## src/rtl/rfs_pkg.sv

```systemverilog
// Shared constants and types for the relay firing sequencer.
`default_nettype none
package rfs_pkg;

  localparam int OUTPUT_COUNT     = 16;
  localparam int IDX_W            = $clog2(OUTPUT_COUNT);
  localparam int OUTPUTS_PER_AREA = 8;
  localparam int AREA_SHIFT       = $clog2(OUTPUTS_PER_AREA);
  localparam int AREA_W           = (IDX_W > AREA_SHIFT) ? IDX_W - AREA_SHIFT : 1;
  localparam int SETTLE_MS        = 60;
  localparam int POLL_MAX_MS      = 80;
  localparam int AREA_GAP_MS      = 200;
  localparam int FIRE_HOLD_RESET  = 100;
  localparam int BLINK_ARMED      = 50;
  localparam int BLINK_DISARMED   = 500;
  localparam int BLINK_MAX        = 1023;
  localparam int TIMER_W          = 16;
  localparam int BLINK_W          = 10;

  typedef enum logic [1:0] {
    OP_NONE  = 2'd0,
    OP_CHECK = 2'd1,
    OP_FIRE  = 2'd2,
    OP_RSVD  = 2'd3
  } op_t;

  typedef enum logic [3:0] {
    ST_IDLE      = 4'd0,
    ST_ARMED     = 4'd1,
    ST_DISARMED  = 4'd2,
    ST_CHECKING  = 4'd3,
    ST_CHECK_OK  = 4'd4,
    ST_CHECK_ERR = 4'd5,
    ST_FIRING    = 4'd6,
    ST_FIRE_OK   = 4'd7,
    ST_BAD_INDEX = 4'd8,
    ST_NOT_ARMED = 4'd9
  } status_t;

  typedef enum logic [4:0] {
    PH_IDLE   = 5'b00001,
    PH_SETTLE = 5'b00010,
    PH_POLL   = 5'b00100,
    PH_GAP    = 5'b01000,
    PH_FIRE   = 5'b10000
  } phase_t;

  typedef enum logic [1:0] {
    QS_IDLE      = 2'd0,
    QS_CONNECTED = 2'd1,
    QS_FIRED     = 2'd2,
    QS_ENABLED   = 2'd3
  } qstat_t;

endpackage
`default_nettype wire

```

## src/rtl/relay_firing_sequencer.sv

```systemverilog
// Relay firing sequencer: per-tick job control, arming, status and heartbeat.
//
// Usage: send one input beat per millisecond tick on in_valid/in_ready. Each
// beat carries a command (none, check connections, fire), the output to fire,
// the master switch and return-current sense levels, and an output to query.
// Every input beat yields exactly one result beat on out_valid/out_ready,
// registered in the cycle after acceptance. A new beat is accepted every cycle
// while the result register is empty or being drained in the same cycle, so
// throughput is one beat per cycle. If the receiver stalls, the pending result
// holds and in_ready drops until it is taken; no beat is lost or duplicated.
// The fire hold time is written on cfg_valid/cfg_ready/cfg_data, always
// ready, and should only be written while the block is idle.
// Reset (rst, synchronous) clears all output flags, job state, arming and
// heartbeat, sets the hold time to 100 ms and empties the result register.
`default_nettype none
module relay_firing_sequencer (
  input  wire logic        clk,
  input  wire logic        rst,
  input  wire logic        cfg_valid,
  output logic             cfg_ready,
  input  wire logic [15:0] cfg_data,
  input  wire logic        in_valid,
  output logic             in_ready,
  input  wire logic [1:0]  operation,
  input  wire logic [7:0]  output_index,
  input  wire logic        master_switch_on,
  input  wire logic        connection_sense,
  input  wire logic [3:0]  query_index,
  output logic             out_valid,
  input  wire logic        out_ready,
  output logic             master_relay_on,
  output logic [3:0]       relay_select,
  output logic             relay_on,
  output logic             armed,
  output logic [3:0]       general_status,
  output logic             busy_res,
  output logic [1:0]       query_status,
  output logic             sanity_led
);

  localparam int N  = rfs_pkg::OUTPUT_COUNT;
  localparam int IW = rfs_pkg::IDX_W;
  localparam int TW = rfs_pkg::TIMER_W;
  localparam int BW = rfs_pkg::BLINK_W;
  localparam int AW = rfs_pkg::AREA_W;

  logic [TW-1:0]    fire_hold_ms;
  logic             armed_flag, armed_flag_next;
  rfs_pkg::status_t status_code, status_code_next;
  logic [N-1:0]     conn_flags, conn_flags_next;
  logic [N-1:0]     fired_flags, fired_flags_next;
  logic [N-1:0]     en_flags, en_flags_next;
  rfs_pkg::phase_t  job_phase, job_phase_next;
  logic [TW-1:0]    phase_timer, phase_timer_next;
  logic [IW-1:0]    current_output, current_output_next;
  logic [AW-1:0]    last_area, last_area_next;
  logic [BW-1:0]    blink_timer, blink_timer_next;
  logic             blink_level, blink_level_next;
  rfs_pkg::qstat_t  qs_next;

  logic             accept;
  logic             go_next;
  logic             driving;
  logic [AW-1:0]    area;
  logic [TW-1:0]    tmr_inc;
  logic [BW-1:0]    period;
  rfs_pkg::op_t     op;

  assign cfg_ready = 1'b1;
  assign in_ready  = !out_valid || out_ready;
  assign accept    = in_valid && in_ready;
  assign op        = rfs_pkg::op_t'(operation);

  always_comb begin
    job_phase_next      = job_phase;
    phase_timer_next    = phase_timer;
    current_output_next = current_output;
    last_area_next      = last_area;
    status_code_next    = status_code;
    armed_flag_next     = armed_flag;
    conn_flags_next     = conn_flags;
    fired_flags_next    = fired_flags;
    en_flags_next       = en_flags;
    blink_timer_next    = blink_timer;
    blink_level_next    = blink_level;
    go_next             = 1'b0;
    area                = AW'(current_output >> rfs_pkg::AREA_SHIFT);
    tmr_inc             = phase_timer + TW'(1);

    // job advance, sampling this tick's sense
    unique case (job_phase)
      rfs_pkg::PH_IDLE: begin
      end
      rfs_pkg::PH_SETTLE: begin
        phase_timer_next = tmr_inc;
        if (tmr_inc >= TW'(rfs_pkg::SETTLE_MS)) begin
          job_phase_next   = rfs_pkg::PH_POLL;
          phase_timer_next = '0;
        end
      end
      rfs_pkg::PH_POLL: begin
        conn_flags_next[current_output] = connection_sense;
        phase_timer_next = tmr_inc;
        if (connection_sense || tmr_inc >= TW'(rfs_pkg::POLL_MAX_MS)) begin
          if (area != last_area) begin
            last_area_next = area;
            if (rfs_pkg::AREA_GAP_MS > 0) begin
              job_phase_next   = rfs_pkg::PH_GAP;
              phase_timer_next = '0;
            end else begin
              go_next = 1'b1;
            end
          end else begin
            go_next = 1'b1;
          end
        end
      end
      rfs_pkg::PH_GAP: begin
        phase_timer_next = tmr_inc;
        if (tmr_inc >= TW'(rfs_pkg::AREA_GAP_MS)) go_next = 1'b1;
      end
      rfs_pkg::PH_FIRE: begin
        if (phase_timer != '1) phase_timer_next = tmr_inc;
        if (phase_timer_next >= fire_hold_ms) begin
          en_flags_next[current_output]    = 1'b0;
          fired_flags_next[current_output] = 1'b1;
          status_code_next = rfs_pkg::ST_FIRE_OK;
          job_phase_next   = rfs_pkg::PH_IDLE;
          phase_timer_next = '0;
        end
      end
      default: job_phase_next = rfs_pkg::PH_IDLE;
    endcase

    if (go_next) begin
      if (({1'b0, current_output} + (IW+1)'(1)) >= (IW+1)'(N)) begin
        job_phase_next   = rfs_pkg::PH_IDLE;
        phase_timer_next = '0;
        status_code_next = rfs_pkg::ST_CHECK_OK;
      end else begin
        current_output_next = current_output + IW'(1);
        conn_flags_next[current_output_next]  = 1'b0;
        fired_flags_next[current_output_next] = 1'b0;
        job_phase_next   = rfs_pkg::PH_SETTLE;
        phase_timer_next = '0;
      end
    end

    // command, ignored while a job runs
    if (job_phase_next == rfs_pkg::PH_IDLE) begin
      unique case (op)
        rfs_pkg::OP_CHECK: begin
          if (armed_flag) begin
            status_code_next = rfs_pkg::ST_CHECK_ERR;
          end else begin
            status_code_next    = rfs_pkg::ST_CHECKING;
            last_area_next      = '0;
            current_output_next = '0;
            conn_flags_next[0]  = 1'b0;
            fired_flags_next[0] = 1'b0;
            job_phase_next      = rfs_pkg::PH_SETTLE;
            phase_timer_next    = '0;
          end
        end
        rfs_pkg::OP_FIRE: begin
          if (output_index >= 8'(N)) begin
            status_code_next = rfs_pkg::ST_BAD_INDEX;
          end else if (!armed_flag) begin
            status_code_next = rfs_pkg::ST_NOT_ARMED;
          end else begin
            status_code_next    = rfs_pkg::ST_FIRING;
            current_output_next = output_index[IW-1:0];
            en_flags_next[output_index[IW-1:0]] = 1'b1;
            job_phase_next      = rfs_pkg::PH_FIRE;
            phase_timer_next    = '0;
          end
        end
        rfs_pkg::OP_NONE, rfs_pkg::OP_RSVD: begin
        end
      endcase
    end

    // arming follows the master switch
    if (!armed_flag && master_switch_on) begin
      armed_flag_next  = 1'b1;
      status_code_next = rfs_pkg::ST_ARMED;
    end else if (armed_flag && !master_switch_on) begin
      armed_flag_next  = 1'b0;
      status_code_next = rfs_pkg::ST_DISARMED;
    end

    // heartbeat
    period = armed_flag_next ? BW'(rfs_pkg::BLINK_ARMED) : BW'(rfs_pkg::BLINK_DISARMED);
    if (blink_timer != BW'(rfs_pkg::BLINK_MAX)) blink_timer_next = blink_timer + BW'(1);
    if (blink_timer_next > period) begin
      blink_timer_next = '0;
      blink_level_next = !blink_level;
    end

    priority if (en_flags_next[query_index[IW-1:0]]) qs_next = rfs_pkg::QS_ENABLED;
    else if (fired_flags_next[query_index[IW-1:0]])   qs_next = rfs_pkg::QS_FIRED;
    else if (conn_flags_next[query_index[IW-1:0]])    qs_next = rfs_pkg::QS_CONNECTED;
    else                                              qs_next = rfs_pkg::QS_IDLE;

    driving = job_phase_next == rfs_pkg::PH_SETTLE || job_phase_next == rfs_pkg::PH_POLL ||
              job_phase_next == rfs_pkg::PH_FIRE;
  end

  always_ff @(posedge clk) begin
    if (rst) begin
      fire_hold_ms   <= TW'(rfs_pkg::FIRE_HOLD_RESET);
      armed_flag     <= 1'b0;
      status_code    <= rfs_pkg::ST_IDLE;
      conn_flags     <= '0;
      fired_flags    <= '0;
      en_flags       <= '0;
      job_phase      <= rfs_pkg::PH_IDLE;
      phase_timer    <= '0;
      current_output <= '0;
      last_area      <= '0;
      blink_timer    <= '0;
      blink_level    <= 1'b0;
      out_valid      <= 1'b0;
    end else begin
      if (cfg_valid && cfg_ready) fire_hold_ms <= cfg_data;
      if (accept) begin
        armed_flag     <= armed_flag_next;
        status_code    <= status_code_next;
        conn_flags     <= conn_flags_next;
        fired_flags    <= fired_flags_next;
        en_flags       <= en_flags_next;
        job_phase      <= job_phase_next;
        phase_timer    <= phase_timer_next;
        current_output <= current_output_next;
        last_area      <= last_area_next;
        blink_timer    <= blink_timer_next;
        blink_level    <= blink_level_next;
        out_valid      <= 1'b1;
      end else if (out_ready) begin
        out_valid <= 1'b0;
      end
    end
  end

  // result register
  always_ff @(posedge clk) begin
    if (accept) begin
      master_relay_on <= job_phase_next == rfs_pkg::PH_FIRE;
      relay_select    <= driving ? 4'(current_output_next) : 4'd0;
      relay_on        <= driving;
      armed           <= armed_flag_next;
      general_status  <= status_code_next;
      busy_res        <= job_phase_next != rfs_pkg::PH_IDLE;
      query_status    <= qs_next;
      sanity_led      <= blink_level_next;
    end
  end

endmodule
`default_nettype wire
```

## config.mk

```make
export PLATFORM = sky130hd
export DESIGN_NAME = relay_firing_sequencer
export DESIGN_NICKNAME = d
export VERILOG_FILES = /design/src/rtl/rfs_pkg.sv /design/src/rtl/relay_firing_sequencer.sv
export SDC_FILE = /design/constraint.sdc
export NUM_CORES = 1
export LEC_CHECK = 0
export BUFFER_PORTS_ARGS = -buffer_cell sky130_fd_sc_hd__buf_2
export CAP_MARGIN = 25
export CORE_UTILIZATION = 45
export CTS_BUF_LIST = sky130_fd_sc_hd__clkbuf_8
export DETAILED_ROUTE_END_ITERATION = 7
export HOLD_SLACK_MARGIN = 0.1
export SLEW_MARGIN = 25
export SYNTH_ARGS = -nofsm -noshare
export SYNTH_HDL_FRONTEND = slang
export SYNTH_SLANG_ARGS = --single-unit
```

## constraint.sdc

```tcl
create_clock -name clk -period 5.3 [get_ports clk]
set_input_delay 0.265 -clock clk [delete_from_list [all_inputs] [get_ports clk]]
set_output_delay 0.265 -clock clk [all_outputs]
set_load 0.01 [all_outputs]
```

==> qor.yml <==
synth:
  synth_top_area_cell: "dfxtp_1"
  synth.distinct_cells: 87
  muxShareOfSynthArea_pct: 4.79
  synth_compound_area_share_pct: 25.0
  synth_enable_flop_cells: 15
  synthCells: 1099
  synthXorXnorAreaFrac_pct: 1.99
  synth_top_family_by_area: "simple AND/OR/NAND/NOR gates"
  synth-adder-area-share_pct: 4.94
  synthArstFlopShare_pct: 0
  syn_area_mm2: 0.00835
  synth-simple-area-share_pct: 25.7
  ys_warn_count: 0
  yosys_most_used_dff: "dfxtp_1"
  synthTopCellsByArea: "dfxtp_1 (26%), nand2_1 (5.9%), nor2_1 (5.6%)"
  ys_seq_area_share_pct: 31.0
  syn_area_per_cell_um2: 7.60
  yosysTopAreaCellShare_pct: 25.6
  syn_nets: 1169
  ys_ff_latch: 122
worst_setup_path:
  r2r_slack_ns: 0.46
  end_kind: "flop"
  cp.arrival_ns: 5.12
  r2r-start: "phase_timer[0]$_SDFFE_PP0P_"
  path_max_fanout: 18
  r2r-end: "query_status[0]$_SDFFCE_PP1P_"
  cp_top_family: "simple AND/OR/NAND/NOR gates"
  crit_type: "flop to flop"
  crit_buf_inv: 2
  cp_cell_sequence: "ha_1 > nand3_4 > nor4_2 > and2_1 > nand3_1 > xnor2_1 > ha_1 > nand2b_1 > a211oi_1 > o21ai_0 > a211o_1 > buf_4 > and2_1 > buf_4 > a31o_2 > o2111ai_1 > nor3b_1 > o221ai_2 > o32ai_1"
  r2r_cells: 19
  cp.required_ns: 5.59
  max_stage_delay_ns: 0.48
  crit_slowest_cell: "dfxtp_1"
  start_kind: "flop"
floorplanning:
  start_util_pct: 46.2
  ios: 55
  core_area_mm2: 0.0181
  die_width_um: 138
  die_area_mm2: 0.0191
  rows: 49
  die_h_um: 138
clock_network:
  cts_buffers: 17
  cts_root_buffer: "clkbuf_8"
  post_cts_buffers: 0
  clk_pin_slew_ns: 0.08
  clk_path_buf_depth: 2
  insertion_delay_ns: 0.46
  h-tree-depth: 4
  cts_tree: "yes"
  numClockSinks: 122
timing:
  setup_tns_ns: 0
  rsz0062_at_grt: "false"
  clock_skew_ns: 0.0139
  setup-violations-final: 0
  tightest_slew_ns: 1.03
  maxSlewHeadroom_pct: 31.2
  finalMaxSlewViolations: 0
  clock.fmax_mhz: 207
  min_period_over_period_pct: 91.3
  hold_viol: 0
  period_minus_slack_ns: 4.84
placement:
  gp_congestion: 0.962
  placed_area_mm2: 0.00870
  io_buffers: 53
  hpwl_um: 19100
min_path:
  min_from: "out_ready"
  min_path_cells: 3
  hold_path_end: "out_valid$_SDFFE_PP0P_"
  hold_class: "input port to flop"
pwr:
  power_density_mw_per_mm2: 227
  peakVddDrop_uv: 157
  power.leakage_nw: 3.66
cells_and_area:
  multi_input_area_mm2: 0.00523
  regArea_mm2: 0.00259
  nFillCells: 1791
  antenna_cells: 0
  final_nets: 1194
  finalInstanceArea_mm2: 0.00926
  final_common_cell: "nand2_1"
  layout-drive-gt1-share_pct: 11.6
  syn2layout_area_growth_pct: 10.8
  final_cell_mix: "nand2_1 (130), nor2_1 (124), dfxtp_1 (107)"
routing:
  drc_errors: 14
  routedWlPerCell_um: 19.7
  drtAntennaViolNets: 0
  via_per_inst: 6.22
  via_count: 8497
  routed_wl_um: 27000
  dr.pass1.iters: 8
  first_iter_violations: 1000
grt:
  grt_pass1_vias: 7787
  grt-ovfl-total: 0
  gr-usage-all-layers_pct: 28.6
  grt_first_pass_wirelength_um: 43100
  grt_antenna_before_repair: 0
  grt_max_degree: 59
run_status:
  outcome: "finished with violations"
  violations: "DRC"
job:
  cap_violations: 0
[flip-flops by register name, summed over array words and instances (netlist names)]
register         cells
master_relay_on      1
armed                1
current_output       4
relay_on             1
status_code          4
en_flags            16
blink_level          1
fired_flags         16
job_phase            5
busy_res             1
blink_timer         10
phase_timer         16
sanity_led           1
fire_hold_ms        16
general_status       4
relay_select         4
conn_flags          16
out_valid            1
last_area            1
query_status         2
armed_flag           1
[power by group]
group | internal (W) | total, W | switching, W | leakage (nW)
Sequential | 0.000960 | 0.000981 | 0.0000208 | 1.02
Combinational | 0.0000955 | 0.000293 | 0.000197 | 2.46
Clock | 0.000396 | 0.000829 | 0.000432 | 0.177
Total | 0.00145 | 0.00210 | 0.000650 | 3.66
[cells in the mapped netlist, drive strengths merged (7+ instances only)]
cell type    n
a211o        7
a211oi      29
a21o        10
a21oi       87
a221oi       7
a22oi       11
a311oi      11
a31oi       20
a32oi        8
a41oi        7
and2        12
and3        11
buf         25
clkbuf      58
dfxtp      107
edfxtp      15
ha          33
inv         50
mux2i       34
nand2      131
nand2b      12
nand3       59
nand4       17
nor2       124
nor2b       17
nor3        29
nor4        12
o211ai      10
o21ai       37
o31ai        7
or3          8
xnor2       12
xor2         7
[layer usage]
layer	up-vias	GRT usage [%]	wire length (um)
li1	4054	-	-
met4	0	9.23	515
met1	4031	41.3	12700
met3	47	4.85	2030
met5	-	0	0
met2	365	43.1	11700
[area by class of cell]
class / instances / area share [%]
Multi-Input combinational cell: 843 / 56.5
Inverter: 51 / 2.07
Tap cell: 229 / 3.10
Clock buffer: 19 / 2.83
Timing Repair Buffer: 89 / 6.24
Sequential cell: 122 / 28.0
Clock inverter: 13 / 1.30
[worst max path at each step]
stage                                start                             to  slack, ns  cells after the start
3_3_place_gp   phase_timer[0]$_SDFFE_PP0P_  query_status[0]$_SDFFCE_PP1P_       0.39                     16
4_1_cts        phase_timer[0]$_SDFFE_PP0P_  query_status[0]$_SDFFCE_PP1P_       0.40                     16
3_5_place_dp   phase_timer[0]$_SDFFE_PP0P_  query_status[0]$_SDFFCE_PP1P_       0.42                     16
2_1_floorplan  phase_timer[0]$_SDFFE_PP0P_  query_status[0]$_SDFFCE_PP1P_       0.79                     19
6_report       phase_timer[0]$_SDFFE_PP0P_  query_status[0]$_SDFFCE_PP1P_       0.46                     19
5_1_grt        phase_timer[0]$_SDFFE_PP0P_  query_status[0]$_SDFFCE_PP1P_       0.09                     19
[kinds of logic after synthesis]
kind of cell,after synthesis
simple gates,447
compound gates,304
buf+inv,134
flops,122
mux,39
fa+ha+maj,33
xor+xnor,19
other cells,1
[stage by stage]
stage	setup slack (ns)	util, %	hold WS [ns]	instances	total power (W)
after CTS	0.401	51.2	0.134	1366	0.00210
after floorplan	0.791	-	0.394	1099	0.00118
after global routing	0.0900	51.2	0.169	1366	0.00219
after detailed placement	0.422	48.1	0.449	1317	0.00128
final	0.462	51.2	0.141	1366	0.00210
after global placement	0.388	48.1	0.441	1317	0.00128
[tightest hold or removal path: cells and delay by family]
family,cells,cell delay (ns)
AND/OR/NAND/NOR,1,0.14
AO/OA/AOI/OAI,1,0.08
buffers and inverters,1,0.07
[what timing repair did]
item	in CTS	in global routing
hold buffers	17	0
gates resized for setup	0	1
endpoints found under the hold margin	17	0
setup endpoints to repair	0	1
(Power assumes the default switching activity.)
